`config.mk`:
```
export PLATFORM = sky130hd
export DESIGN_NAME = md5_hash_engine
export DESIGN_NICKNAME = d
export VERILOG_FILES = /design/src/design/md5_pkg.sv /design/src/design/md5_datapath.sv /design/src/design/md5_ctrl.sv /design/src/design/md5_hash_engine.sv
export SDC_FILE = /design/constraint.sdc
export NUM_CORES = 2
export LEC_CHECK = 0
export ABC_AREA = 1
export ABC_CLOCK_PERIOD_IN_PS = 10670
export BUFFER_PORTS_ARGS = -buffer_cell sky130_fd_sc_hd__buf_4
export CAP_MARGIN = 10
export CORE_MARGIN = 2
export CORE_UTILIZATION = 45
export CTS_BUF_LIST = sky130_fd_sc_hd__clkbuf_4 sky130_fd_sc_hd__clkbuf_8
export DETAILED_ROUTE_END_ITERATION = 12
export GPL_TIMING_DRIVEN = 0
export HOLD_SLACK_MARGIN = 0.15
export SYNTH_ARGS = -nofsm -noshare
export SYNTH_HDL_FRONTEND = slang
export SYNTH_SLANG_ARGS = --single-unit
```
`constraint.sdc`:
```
create_clock -name clk -period 10.67 [get_ports clk]
set_input_delay 2.6675 -clock clk [delete_from_list [all_inputs] [get_ports clk]]
set_output_delay 2.6675 -clock clk [all_outputs]
set_load 0.02 [all_outputs]
```
`src/design/md5_pkg.sv`:
```
`default_nettype none
package md5_pkg;

  localparam logic [31:0] IV_A = 32'h67452301;
  localparam logic [31:0] IV_B = 32'hefcdab89;
  localparam logic [31:0] IV_C = 32'h98badcfe;
  localparam logic [31:0] IV_D = 32'h10325476;
  localparam logic [7:0] PAD_BYTE = 8'h80;

  // controller to datapath
  typedef struct packed {
    logic       init_chain;   // load initial chaining words
    logic       wr_byte;      // write in byte at pos
    logic       wr_pad;       // write padding byte at pad_pos
    logic [5:0] pad_pos;
    logic       start_round;  // latch a..d from chain
    logic       do_round;     // run round round_idx
    logic [5:0] round_idx;
    logic       fold;         // add a..d into chain
  } md5_cmd_t;

  function automatic logic [31:0] round_k(input logic [5:0] i);
    logic [31:0] k;
    unique case (i)
      6'd0: k = 32'hd76aa478; 6'd1: k = 32'he8c7b756; 6'd2: k = 32'h242070db;
      6'd3: k = 32'hc1bdceee; 6'd4: k = 32'hf57c0faf; 6'd5: k = 32'h4787c62a;
      6'd6: k = 32'ha8304613; 6'd7: k = 32'hfd469501; 6'd8: k = 32'h698098d8;
      6'd9: k = 32'h8b44f7af; 6'd10: k = 32'hffff5bb1; 6'd11: k = 32'h895cd7be;
      6'd12: k = 32'h6b901122; 6'd13: k = 32'hfd987193; 6'd14: k = 32'ha679438e;
      6'd15: k = 32'h49b40821; 6'd16: k = 32'hf61e2562; 6'd17: k = 32'hc040b340;
      6'd18: k = 32'h265e5a51; 6'd19: k = 32'he9b6c7aa; 6'd20: k = 32'hd62f105d;
      6'd21: k = 32'h02441453; 6'd22: k = 32'hd8a1e681; 6'd23: k = 32'he7d3fbc8;
      6'd24: k = 32'h21e1cde6; 6'd25: k = 32'hc33707d6; 6'd26: k = 32'hf4d50d87;
      6'd27: k = 32'h455a14ed; 6'd28: k = 32'ha9e3e905; 6'd29: k = 32'hfcefa3f8;
      6'd30: k = 32'h676f02d9; 6'd31: k = 32'h8d2a4c8a; 6'd32: k = 32'hfffa3942;
      6'd33: k = 32'h8771f681; 6'd34: k = 32'h6d9d6122; 6'd35: k = 32'hfde5380c;
      6'd36: k = 32'ha4beea44; 6'd37: k = 32'h4bdecfa9; 6'd38: k = 32'hf6bb4b60;
      6'd39: k = 32'hbebfbc70; 6'd40: k = 32'h289b7ec6; 6'd41: k = 32'heaa127fa;
      6'd42: k = 32'hd4ef3085; 6'd43: k = 32'h04881d05; 6'd44: k = 32'hd9d4d039;
      6'd45: k = 32'he6db99e5; 6'd46: k = 32'h1fa27cf8; 6'd47: k = 32'hc4ac5665;
      6'd48: k = 32'hf4292244; 6'd49: k = 32'h432aff97; 6'd50: k = 32'hab9423a7;
      6'd51: k = 32'hfc93a039; 6'd52: k = 32'h655b59c3; 6'd53: k = 32'h8f0ccc92;
      6'd54: k = 32'hffeff47d; 6'd55: k = 32'h85845dd1; 6'd56: k = 32'h6fa87e4f;
      6'd57: k = 32'hfe2ce6e0; 6'd58: k = 32'ha3014314; 6'd59: k = 32'h4e0811a1;
      6'd60: k = 32'hf7537e82; 6'd61: k = 32'hbd3af235; 6'd62: k = 32'h2ad7d2bb;
      default: k = 32'heb86d391;
    endcase
    return k;
  endfunction

  function automatic logic [4:0] round_s(input logic [5:0] i);
    logic [4:0] s;
    unique case ({i[5:4], i[1:0]})
      4'd0: s = 5'd7;  4'd1: s = 5'd12; 4'd2: s = 5'd17; 4'd3: s = 5'd22;
      4'd4: s = 5'd5;  4'd5: s = 5'd9;  4'd6: s = 5'd14; 4'd7: s = 5'd20;
      4'd8: s = 5'd4;  4'd9: s = 5'd11; 4'd10: s = 5'd16; 4'd11: s = 5'd23;
      4'd12: s = 5'd6; 4'd13: s = 5'd10; 4'd14: s = 5'd15; default: s = 5'd21;
    endcase
    return s;
  endfunction

endpackage
`default_nettype wire

```
`src/design/md5_datapath.sv`:
```
`default_nettype none
module md5_datapath (
  input  wire logic                clk,
  input  wire md5_pkg::md5_cmd_t   cmd,
  input  wire logic [5:0]          wr_pos,
  input  wire logic [7:0]          wr_data,
  input  wire logic [1:0]          sel_word,
  output logic [31:0]              chain_word
);

  // block buffer as sixteen little-endian words
  logic [31:0] buf_r [16];
  logic [31:0] ch_r [4];
  logic [31:0] a_r, b_r, c_r, d_r;
  logic [31:0] f, t, rot, w;
  logic [3:0]  g;
  logic [5:0]  i;

  assign i = cmd.round_idx;

  always_comb begin
    unique case (i[5:4])
      2'd0: begin f = (b_r & c_r) | (~b_r & d_r); g = i[3:0]; end
      2'd1: begin f = (b_r & d_r) | (c_r & ~d_r); g = 4'(5 * i + 1); end
      2'd2: begin f = b_r ^ c_r ^ d_r; g = 4'(3 * i + 5); end
      default: begin f = c_r ^ (b_r | ~d_r); g = 4'(7 * i); end
    endcase
    w = buf_r[g];
    t = a_r + f + w + md5_pkg::round_k(i);
    rot = (t << md5_pkg::round_s(i)) | (t >> (6'd32 - {1'b0, md5_pkg::round_s(i)}));
  end

  // block buffer, no reset
  always_ff @(posedge clk) begin
    if (cmd.wr_byte) begin
      buf_r[wr_pos[5:2]][{wr_pos[1:0], 3'b000} +: 8] <= wr_data;
    end else if (cmd.wr_pad) begin
      buf_r[cmd.pad_pos[5:2]][{cmd.pad_pos[1:0], 3'b000} +: 8] <= wr_data;
    end
  end

  always_ff @(posedge clk) begin
    if (cmd.init_chain) begin
      ch_r[0] <= md5_pkg::IV_A;
      ch_r[1] <= md5_pkg::IV_B;
      ch_r[2] <= md5_pkg::IV_C;
      ch_r[3] <= md5_pkg::IV_D;
    end else if (cmd.fold) begin
      ch_r[0] <= ch_r[0] + a_r;
      ch_r[1] <= ch_r[1] + b_r;
      ch_r[2] <= ch_r[2] + c_r;
      ch_r[3] <= ch_r[3] + d_r;
    end
    if (cmd.start_round) begin
      a_r <= ch_r[0];
      b_r <= ch_r[1];
      c_r <= ch_r[2];
      d_r <= ch_r[3];
    end else if (cmd.do_round) begin
      a_r <= d_r;
      d_r <= c_r;
      c_r <= b_r;
      b_r <= rot + b_r;
    end
  end

  assign chain_word = ch_r[sel_word];

endmodule
`default_nettype wire

```
`src/design/md5_ctrl.sv`:
```
`default_nettype none
module md5_ctrl (
  input  wire logic               clk,
  input  wire logic               rst_n,
  input  wire logic               in_tvalid,
  output logic                    in_tready,
  input  wire logic [7:0]         in_byte,
  input  wire logic               in_bvalid,
  input  wire logic               in_last,
  output md5_pkg::md5_cmd_t       cmd,
  output logic [5:0]              wr_pos,
  output logic [7:0]              wr_data,
  output logic [1:0]              sel_word,
  input  wire logic [31:0]        chain_word,
  output logic                    out_tvalid,
  input  wire logic               out_tready,
  output logic [31:0]             out_word,
  output logic [1:0]              out_idx,
  output logic                    out_lastw
);

  typedef enum logic [2:0] {
    S_IDLE, S_START, S_ROUND, S_FOLD, S_PAD, S_EMIT, S_WAIT
  } state_t;

  state_t      state_r;
  logic [63:0] len_r;
  logic [5:0]  cnt_r;
  logic        fin_r;   // message is being finished
  logic        pad2_r;  // this block is the second pad block
  logic [1:0]  widx_r;
  logic        ovalid_r;
  logic [31:0] oword_r;
  logic [1:0]  oidx_r;
  logic        olast_r;
  logic        acc;
  logic [5:0]  pos;
  // padding bookkeeping: whether a pad block was built, and whether a
  // second one is needed (marker landed at 56 or above)
  logic        pad_done_r, need2_r;

  assign pos = len_r[8:3];
  assign acc = in_tvalid && in_tready;
  assign in_tready = (state_r == S_IDLE);
  assign wr_pos = pos;
  assign sel_word = widx_r;
  assign out_tvalid = ovalid_r;
  assign out_word = oword_r;
  assign out_idx = oidx_r;
  assign out_lastw = olast_r;

  always_comb begin
    cmd = '0;
    wr_data = in_byte;
    cmd.round_idx = cnt_r;
    cmd.pad_pos = cnt_r;
    unique case (state_r)
      S_IDLE:  cmd.wr_byte = acc && in_bvalid;
      S_START: cmd.start_round = 1'b1;
      S_ROUND: cmd.do_round = 1'b1;
      S_FOLD:  cmd.fold = 1'b1;
      S_PAD: begin
        cmd.wr_pad = 1'b1;
        // length bytes go into the final pad block only; the 0x80 marker
        // sits at the message end on the first pad block only
        if ((pad2_r || pos < 6'd56) && cnt_r >= 6'd56) begin
          wr_data = len_r[{cnt_r[2:0], 3'b000} +: 8];
        end else if (cnt_r == pos && !pad2_r) begin
          wr_data = md5_pkg::PAD_BYTE;
        end else begin
          wr_data = 8'h00;
        end
      end
      S_EMIT:  cmd.init_chain = 1'b0;
      default: cmd.init_chain = 1'b0;
    endcase
    if (state_r == S_WAIT && widx_r == 2'd3 && out_tready) cmd.init_chain = 1'b1;
    if (!rst_n) cmd.init_chain = 1'b1;
  end

  always_ff @(posedge clk) begin
    if (!rst_n) begin
      state_r  <= S_IDLE;
      len_r    <= '0;
      cnt_r    <= '0;
      fin_r    <= 1'b0;
      pad2_r   <= 1'b0;
      widx_r   <= '0;
      ovalid_r <= 1'b0;
    end else begin
      unique case (state_r)
        S_IDLE: if (acc) begin
          if (in_bvalid) len_r <= len_r + 64'd8;
          fin_r  <= in_last;
          pad2_r <= 1'b0;
          if (in_bvalid && pos == 6'd63) begin
            state_r <= S_START;
          end else if (in_last) begin
            cnt_r <= in_bvalid ? pos + 6'd1 : pos;
            state_r <= S_PAD;
          end
        end
        S_PAD: begin
          // fill from cnt_r up to 63; bytes at 56.. take the length only in the
          // final block, otherwise zero apart from the marker
          cnt_r <= cnt_r + 6'd1;
          if (cnt_r == 6'd63) state_r <= S_START;
        end
        S_START: begin
          cnt_r   <= '0;
          state_r <= S_ROUND;
        end
        S_ROUND: begin
          cnt_r <= cnt_r + 6'd1;
          if (cnt_r == 6'd63) state_r <= S_FOLD;
        end
        S_FOLD: begin
          if (!fin_r) begin
            state_r <= S_IDLE;
          end else if (pos == 6'd0 && !pad2_r && !pad_done_r) begin
            // block ended exactly on the last byte: pad block from zero
            cnt_r <= '0;
            state_r <= S_PAD;
          end else if (need2_r) begin
            cnt_r  <= '0;
            pad2_r <= 1'b1;
            state_r <= S_PAD;
          end else begin
            widx_r  <= '0;
            state_r <= S_EMIT;
          end
        end
        S_EMIT: begin
          ovalid_r <= 1'b1;
          oword_r  <= chain_word;
          oidx_r   <= widx_r;
          olast_r  <= (widx_r == 2'd3);
          state_r  <= S_WAIT;
        end
        default: if (out_tready) begin
          ovalid_r <= 1'b0;
          if (widx_r == 2'd3) begin
            len_r   <= '0;
            fin_r   <= 1'b0;
            state_r <= S_IDLE;
          end else begin
            widx_r  <= widx_r + 2'd1;
            state_r <= S_EMIT;
          end
        end
      endcase
    end
  end

  always_ff @(posedge clk) begin
    if (!rst_n) begin
      pad_done_r <= 1'b0;
      need2_r    <= 1'b0;
    end else if (state_r == S_IDLE) begin
      pad_done_r <= 1'b0;
      need2_r    <= 1'b0;
    end else if (state_r == S_PAD && cnt_r == 6'd63) begin
      pad_done_r <= 1'b1;
      need2_r    <= !pad2_r && (pos >= 6'd56);
    end else if (state_r == S_FOLD) begin
      need2_r    <= 1'b0;
    end
  end

endmodule
`default_nettype wire

```
`src/design/md5_hash_engine.sv`:
```
`default_nettype none
// md5 engine: bytes enter one per transfer, taken only while idle; the 64th
// byte of a block starts a compression (one round per cycle), with input stalled
// a last transfer builds one or two pad blocks plus their compressions, then
// the four digest words leave one at a time, each held until it is taken
// synchronous active-low reset restores the initial chaining words and
// clears the length; the block buffer is not cleared
module md5_hash_engine (
  input  wire logic        clk,
  input  wire logic        rst_n,
  input  wire logic        in_tvalid,
  output logic             in_tready,
  input  wire logic [7:0]  in_tdata,   // data_byte
  input  wire logic        in_tuser,   // byte_valid
  input  wire logic        in_tlast,   // last
  output logic             out_tvalid,
  input  wire logic        out_tready,
  output logic [39:0]      out_tdata,  // digest_word, word_index, zero fill
  output logic             out_tlast   // last_word
);

  md5_pkg::md5_cmd_t cmd;
  logic [5:0]  wr_pos;
  logic [7:0]  wr_data;
  logic [1:0]  sel_word;
  logic [31:0] chain_word;
  logic [31:0] out_word;
  logic [1:0]  out_idx;

  md5_ctrl u_ctrl (
    .clk, .rst_n,
    .in_tvalid(in_tvalid), .in_tready(in_tready),
    .in_byte(in_tdata), .in_bvalid(in_tuser), .in_last(in_tlast),
    .cmd, .wr_pos, .wr_data, .sel_word, .chain_word,
    .out_tvalid(out_tvalid), .out_tready(out_tready),
    .out_word, .out_idx, .out_lastw(out_tlast)
  );

  md5_datapath u_dp (
    .clk, .cmd, .wr_pos, .wr_data, .sel_word, .chain_word
  );

  assign out_tdata = {6'b0, out_idx, out_word};

endmodule
`default_nettype wire
```
# [Word-level counts from Yosys, hierarchy flattened]
# Memories as Yosys holds them, arrays and structs flattened. A register that Yosys moved wholly into a read port is not among the register bits.
# Cells that the tools add are included.
[word_totals] rom_bits=2208 inputBits=14 elab_cells=222 mem_count=5 ramBits=640 output_inout_bits=43 regBits=211
[op_classes] multipliers=3 n_reduce_logical=40 n_eq_ne=25 n_addsub=17 magnitude_cmp=3 mux=86 shifts=7 n_bitwise=21
[mem_list] name="(no name shown)" depth=64 word_bits=32 rd=1 rd_ports_with_merged_regs=1 wr=0 line_no="md5_pkg.sv:24" source="unique case (i)"
[mem_list] name="u_dp.buf_r" depth=16 word_bits=32 rd=1 rd_ports_with_merged_regs=0 wr=1 line_no="md5_datapath.sv:12" source="logic [31:0] buf_r [16];"
[mem_list] name="u_dp.ch_r" depth=4 word_bits=32 rd=5 rd_ports_with_merged_regs=1 wr=4 line_no="md5_datapath.sv:13" source="logic [31:0] ch_r [4];"
[mem_list] name="(no name shown)" depth=16 word_bits=5 rd=1 rd_ports_with_merged_regs=1 wr=0 line_no="md5_pkg.sv:53" source="unique case ({i[5:4], i[1:0]})"
[mem_list] name="(no name shown)" depth=16 word_bits=5 rd=1 rd_ports_with_merged_regs=1 wr=0 line_no="md5_pkg.sv:53"
[op_table] operator="32-bit 2-to-1 mux" count=16
[op_table] operator="32-bit adder" count=8
[op_table] operator="64-bit 2-to-1 mux" count=4
[op_table] operator="32-bit AND" count=4
[op_table] operator="32-bit OR" count=4
[op_table] operator="64-bit one-hot mux with 2 select lines" count=1
[op_table] operator="32-bit one-hot mux with 3 select lines" count=1
[op_table] operator="32-bit XOR" count=3
[op_table] operator="64-bit by 4-bit adder with 64-bit output, second input constant" count=1
[op_table] operator="32-bit NOT" count=2
[op_table] operator="8-bit by 7-bit variable shift with 32-bit output, first input constant" count=2
[op_table] operator="64-bit by 7-bit indexed part select with 8-bit output" count=1
[op_table] operator="8-bit by 7-bit indexed part select with 32-bit output" count=2
[op_table] operator="6-bit 2-to-1 mux" count=9
[op_table] operator="32-bit OR reduction" count=1
[op_table] operator="32-bit by 5-bit left shift with 32-bit output" count=1
[op_table] operator="32-bit by 6-bit right shift with 32-bit output" count=1
[op_table] operator="3-bit 2-to-1 mux" count=9
[op_table] operator="1-bit 2-to-1 mux" count=26
[op_table] operator="8-bit 2-to-1 mux" count=3
[op_table] operator="6-bit one-hot mux with 4 select lines" count=1
[op_table] operator="4-bit 2-to-1 mux" count=5
[op_table] operator="3-bit one-hot mux with 6 select lines" count=1
[op_table] operator="2-bit inequality test, second input constant" count=8
[op_table] operator="41 further kinds" count=88

# [Depth between registers and ports, before layout]
[logic_depth] depth_word=12 depth_mapped=61 mapped_depth_nobuf=59

# [Cells and area by module]
# From an unflattened synthesis, not the netlist that was laid out.
[unflattened] hier_cells=7256 hier_area_um2=57991.9
[by_module_without_submodules] module="md5_datapath" seq_area_each_um2=23062.1 area_per_inst_um2=51269.2 cells_each=6239 n_inst=1
[by_module_without_submodules] module="md5_ctrl" seq_area_each_um2=2592.5 area_per_inst_um2=6673.9 cells_each=1010 n_inst=1
[by_module_without_submodules] module="md5_hash_engine" seq_area_each_um2=0.0 area_per_inst_um2=48.8 cells_each=7 n_inst=1

# [Worst setup path after synthesis]
# No wires, ideal clock.
[synth_path] path_kind="reg-to-reg" startpoint="reg u_ctrl.cnt_r[0]" endpoint="reg u_dp.b_r[22] (data pin)" path_buffers=2 setup_time_ns=0.254 period_less_slack_ns=8.343 setup_slack_ns=2.327 t_arrival_ns=8.090 path_stages_with_launch=54 required_time_ns=10.416 path_cell_list="dfxtp_1 > clkinv_1 > clkbuf_1 > fa_1 > inv_1 > ha_1 > xor2_1 > nand2_1 > nand2_1 > nor2_1 > inv_1 > nand2_1 > clkbuf_1 > o211ai_1 > nand2_1 > inv_1 > fa_1 > inv_1 > [18 not listed] > o21ai_0 > nand2_1 > ha_1 > fa_1 > a21oi_1 > nor2_1 > nor2_1 > nor2_1 > nor2_1 > o21ai_0 > nand2_1 > nand2_1 > a21o_1 > a21oi_1 > o21ai_0 > or2_2 > nand3_1 > nand2_1"
[synth_between] elab_chain_cells=11 word_cells_on_any_way=15 cone_classes="5 x add/sub; 3 x mul; 2 x shift; 3 x mux; 1 x bitwise; 1 x memory"
[synth_rtl] item="from (decl)" line_no="md5_ctrl.sv:28" source="logic [5:0] cnt_r;"
[synth_rtl] item="from (signal assigned)" line_no="md5_ctrl.sv:99" source="cnt_r <= in_bvalid ? pos + 6'd1 : pos;"
[synth_rtl] item="from (signal assigned)" line_no="md5_ctrl.sv:106" source="cnt_r <= cnt_r + 6'd1;"
[synth_rtl] item="from (signal assigned)" line_no="md5_ctrl.sv:114" source="cnt_r <= cnt_r + 6'd1;"
[synth_rtl] item="2-bit by 6-bit multiplier with 4-bit output / 3-bit by 6-bit multiplier with 4-bit output (equally long branches)" line_no="md5_datapath.sv:25, md5_datapath.sv:24"
[synth_rtl] item="4-bit by 3-bit adder with 4-bit output / 4-bit by 1-bit adder with 4-bit output (equally long branches)" line_no="md5_datapath.sv:25, md5_datapath.sv:24"
[synth_rtl] item="4-bit one-hot mux with 3 select lines (*)" line_no="md5_datapath.sv:22" source="unique case (i[5:4])"
[synth_rtl] item="memory read 16 x 32 bit (*)"
[synth_rtl] item="32-bit adder (*) (2 in series)" line_no="md5_datapath.sv:29" source="t = a_r + f + w + md5_pkg::round_k(i);"
[synth_rtl] item="32-bit by 6-bit right shift with 32-bit output / 32-bit by 5-bit left shift with 32-bit output (equally long branches)" line_no="md5_datapath.sv:30" source="rot = (t << md5_pkg::round_s(i)) | (t >> (6'd32 - {1'b0, md5_pkg::round_s(i)}));"
[synth_rtl] item="32-bit OR (*)" line_no="md5_datapath.sv:30"
[synth_rtl] item="32-bit adder (*)" line_no="md5_datapath.sv:63" source="b_r <= rot + b_r;"
[synth_rtl] item="32-bit 2-to-1 mux (*)" line_no="md5_datapath.sv:59" source="end else if (cmd.do_round) begin"
[synth_rtl] item="32-bit 2-to-1 mux (*)" line_no="md5_datapath.sv:54" source="if (cmd.start_round) begin"
[synth_rtl] item="to (signal assigned)" line_no="md5_datapath.sv:56" source="b_r <= ch_r[1];"
[synth_rtl] item="to (signal assigned)" line_no="md5_datapath.sv:63"
[synth_rtl] item="to (decl)" line_no="md5_datapath.sv:14" source="logic [31:0] a_r, b_r, c_r, d_r;"
# Every way passes the cells marked *; elsewhere a longest branch is shown, timed or not. The select of a mux whose other input is x is not followed.
# A chain may end at the register's enable or synchronous reset.

# [Worst setup path after layout]
[layout_path] startpoint="reg u_ctrl.cnt_r[5]" endpoint="reg u_dp.b_r[24] (data pin)"
[layout_between] elab_chain_cells=10 word_cells_on_any_way=15 cone_classes="4 x add/sub; 2 x eq/ne; 2 x shift; 4 x mux; 1 x bitwise; 1 x reduce/logical; 1 x memory"
[layout_rtl] item="2-bit equality test (tied with other cells)" line_no="md5_datapath.sv:22"
[layout_rtl] item="32-bit one-hot mux with 3 select lines / 4-bit one-hot mux with 3 select lines (equally long branches)" line_no="md5_datapath.sv:22"
[layout_rtl] item="32-bit adder / memory read 16 x 32 bit (equally long branches)"
[layout_rtl] item="32-bit adder (*) (2 in series)" line_no="md5_datapath.sv:29"
[layout_rtl] item="32-bit by 6-bit right shift with 32-bit output / 32-bit by 5-bit left shift with 32-bit output (equally long branches)" line_no="md5_datapath.sv:30"
[layout_rtl] item="32-bit OR (*)" line_no="md5_datapath.sv:30"
[layout_rtl] item="32-bit adder (*)" line_no="md5_datapath.sv:63"
[layout_rtl] item="32-bit 2-to-1 mux (*)" line_no="md5_datapath.sv:59"
[layout_rtl] item="32-bit 2-to-1 mux (*)" line_no="md5_datapath.sv:54"
# Marked as above.

==> results by group <==
Outcome
  • Outcome: completed

Die
  • Die width: 364 microns
  • Die height: 364 microns
  • Io pins: 57
  • Die area: 132,000 sq um
  • # rows: 132
  • Core area: 129,000 sq um
  • Initial core utilization: 45.2%

Clocking
  • H-Tree Depth: 4
  • Bufs on Longest Clock Path: 3
  • CTS Buf Count: 162
  • Clk pin slew, worst setup/hold paths: 0.06 ns
  • Worst skew pair latency: 0.96 ns
  • CTS Sinks: 917
  • Clk root buf: clkbuf_8
  • Hold_buf cts: 0
  • CTS tree: yes

Global route
  • GRT overflow: 0
  • Vias in the first global route: 51,800
  • Antenna violations before repair: 16
  • GRT Total Usage: 36.6%
  • Largest net degree at the start of global routing: 41
  • First-pass GRT wire length: 352 mm

Placed design
  • Detailed placement HPWL: 191 mm
  • PortBufs: 48
  • GPL Wtd Cong: 1.03
  • Area post-placement: 61,300 sq um
  • Dpl ws: -1.18 ns

Detailed routing
  • DR WL/cell: 26.9 microns
  • DRC errors left: 0
  • Routed WL: 248 mm
  • Via/cell ratio: 6.12
  • DR pass1 iterations: 9
  • Post-route ant nets: 0
  • 1st-iter DRT viols: 8,366
  • Via count: 56,400

Critical path
  • Most frequent CP cell: nand2_1
  • R2r worst-path depth: 48
  • Worst EP arrival: 11.03 ns
  • Critical path required time: 11.34 ns
  • Critical Path Max Stage Delay: 0.71 ns
  • FF-to-FF End: u_dp.b_r[24]
  • Crit path max fanout: 10
  • R2R Path Start: u_ctrl.cnt_r[5]
  • Critical-path top delay cell: clkinv_1
  • WS Path Type: reg -> reg
  • CP Launch Point: u_ctrl.cnt_r[5]
  • R2r setup slk: 0.31 ns
  • Startpoint Class: flop
  • Critical path capture point type: flop

Flow run
  • Max Cap Violations: 0

Synthesis
  • Yosys reg bits: 917
  • Synth Cell Area: 58,300 sq um
  • EDFF count, synth: 803
  • Synthesized area per cell: 8.21 sq um
  • Async SR Flop Fraction: 0%
  • Main synth FF type: edfxtp_1
  • YS warnings: 0
  • Post-Syn Instances: 7,099
  • Yosys cell types: 72
  • Sequential share of the synthesized area: 45.3%

STA
  • Fin crit share: 97.1%
  • Post-route minimum period: 10.36 ns
  • Worst Tran Pin Value: 1.34 ns
  • Setup slack after layout: 0.306 ns
  • Clock skew: 0.0734 ns
  • Max Clock Freq: 96.5 MHz
  • Final Hold Violating Endpoints: 0
  • Relative slew slack: 9.92%
  • Final setup fails: 0
  • Setup TNS: 0 ns
  • Slew Viols, Final: 0

Final layout
  • P&R area growth vs syn: 11.3%
  • Final core utilization: 50.3%
  • Fin area: 64,900 sq um
  • Final Net Count: 7,656
  • Share of cells above drive strength 1: 8.45%

Hold path
  • Min-delay src: u_ctrl.sel_word[0]
  • Hold path depth: 0
  • Hold Path Class: reg -> reg
  • Worst Hold End: u_ctrl.out_idx[0]
==> Yosys cell counts, types with 80 or more instances <==
library cell,instances,area [sq um]
a31oi_1,80,500
dfxtp_1,114,2280
o21ai_0,599,3000
edfxtp_1,803,24100
nor2_1,533,2000
inv_1,751,2820
nor3_1,95,475
nand3_1,858,4290
a21oi_1,552,2760
ha_1,221,2770
nand2_1,1389,5210
clkbuf_1,258,968
==> metrics by stage <==
stage | std cells | hold slack (ns)
floorplan | 7104 | 0.422
CTS | 9201 | 0.445
global route | 9215 | 0.461
finish | 9217 | 0.446
detailed placement | 8920 | 0.453
global placement | 8894 | 0.439
==> cell families after synthesis <==
kind of cell | synth area share, %
and+or+nand+nor | 22.5
xor gates and xnor gates | 0.992
other | 0.00643
muxes | 0.0515
AOI/OAI and AO/OA | 16.7
adders and majority gates | 7.12
buffers and inverters | 7.36
DFF | 45.3
==> area by class of cell <==
class,instances,area (sq um)
buffer,327,1480
timing repair inverter,1,5.00
clock buffer,218,2680
tap,1742,2180
clock inverter,64,435
antenna,5,12.5
fill,12600,64100
inverter,785,2960
timing repair buffer,84,838
sequential,917,26400
multi-input combinational,5074,27900
==> per-layer routing <==
layer  vias up  track usage [%]  share of wire, %
met2      3500             50.9                40
li1      25300                -                 -
met4         8             14.0               4.1
met3       538             11.9                14
met1     27000             52.4                42
met5         -            0.944             0.072
==> worst max-delay path, delay by kind of cell, from the launching register on <==
family                   cells  cell delay, ns
buffers and inverters        7            1.48
AND/OR/NAND/NOR             27            4.14
AO/OA/AOI/OAI                9            2.06
adder cells (fa/ha/maj)      5            2.06
flip-flops                   1            0.31
==> worst max path at each step <==
stage              endpoint  slack (ns)  cells after the start
2_1_floorplan  u_dp.b_r[22]        2.33                     53
3_3_place_gp   u_dp.b_r[27]       -1.16                     52
3_5_place_dp   u_dp.b_r[27]       -1.18                     54
4_1_cts        u_dp.b_r[27]       0.002                     51
5_1_grt        u_dp.b_r[24]       -0.02                     55
6_report       u_dp.b_r[24]        0.31                     48
==> placed cells by master, fill, tap and decap left out, types with 42 or more instances in the layout <==
cell,instances
a21oi_1,545
a31oi_1,73
a32o_1,66
buf_4,67
clkbuf_1,202
clkbuf_2,50
clkbuf_4,67
clkbuf_8,166
clkinv_1,42
dfxtp_1,111
edfxtp_1,803
fa_1,68
ha_1,220
inv_1,749
nand2_1,1380
nand3_1,851
nand4_1,48
nor2_1,524
nor3_1,85
o211ai_1,79
o21a_1,57
o21ai_0,580
o21ai_1,47
o22ai_1,49
==> what timing repair did <==
| item | 4_1_cts | 5_1_grt |
|---|---|---|
| buffers inserted | 0 | 4 |
| cloned | 0 | 1 |
| pin swaps | 0 | 2 |
| resized for setup | 48 | 170 |
| setup endpoints to repair | 24 | 23 |
==> sequential cells by signal, indices dropped and copies added, names as in the netlist, 2 cells and up, named ones only <==
register,flops
u_ctrl.out_idx,2
u_dp.b_r,32
u_ctrl.len_r,61
u_ctrl.out_word,32
u_dp.a_r,32
u_ctrl.sel_word,2
u_ctrl.state_r,3
u_dp.d_r,32
u_dp.ch_r,128
u_dp.buf_r,512
u_ctrl.cnt_r,6
u_dp.c_r,32
Power is not shown: default switching activity piles up to over one toggle a cycle in this logic, so the estimate is an artifact.
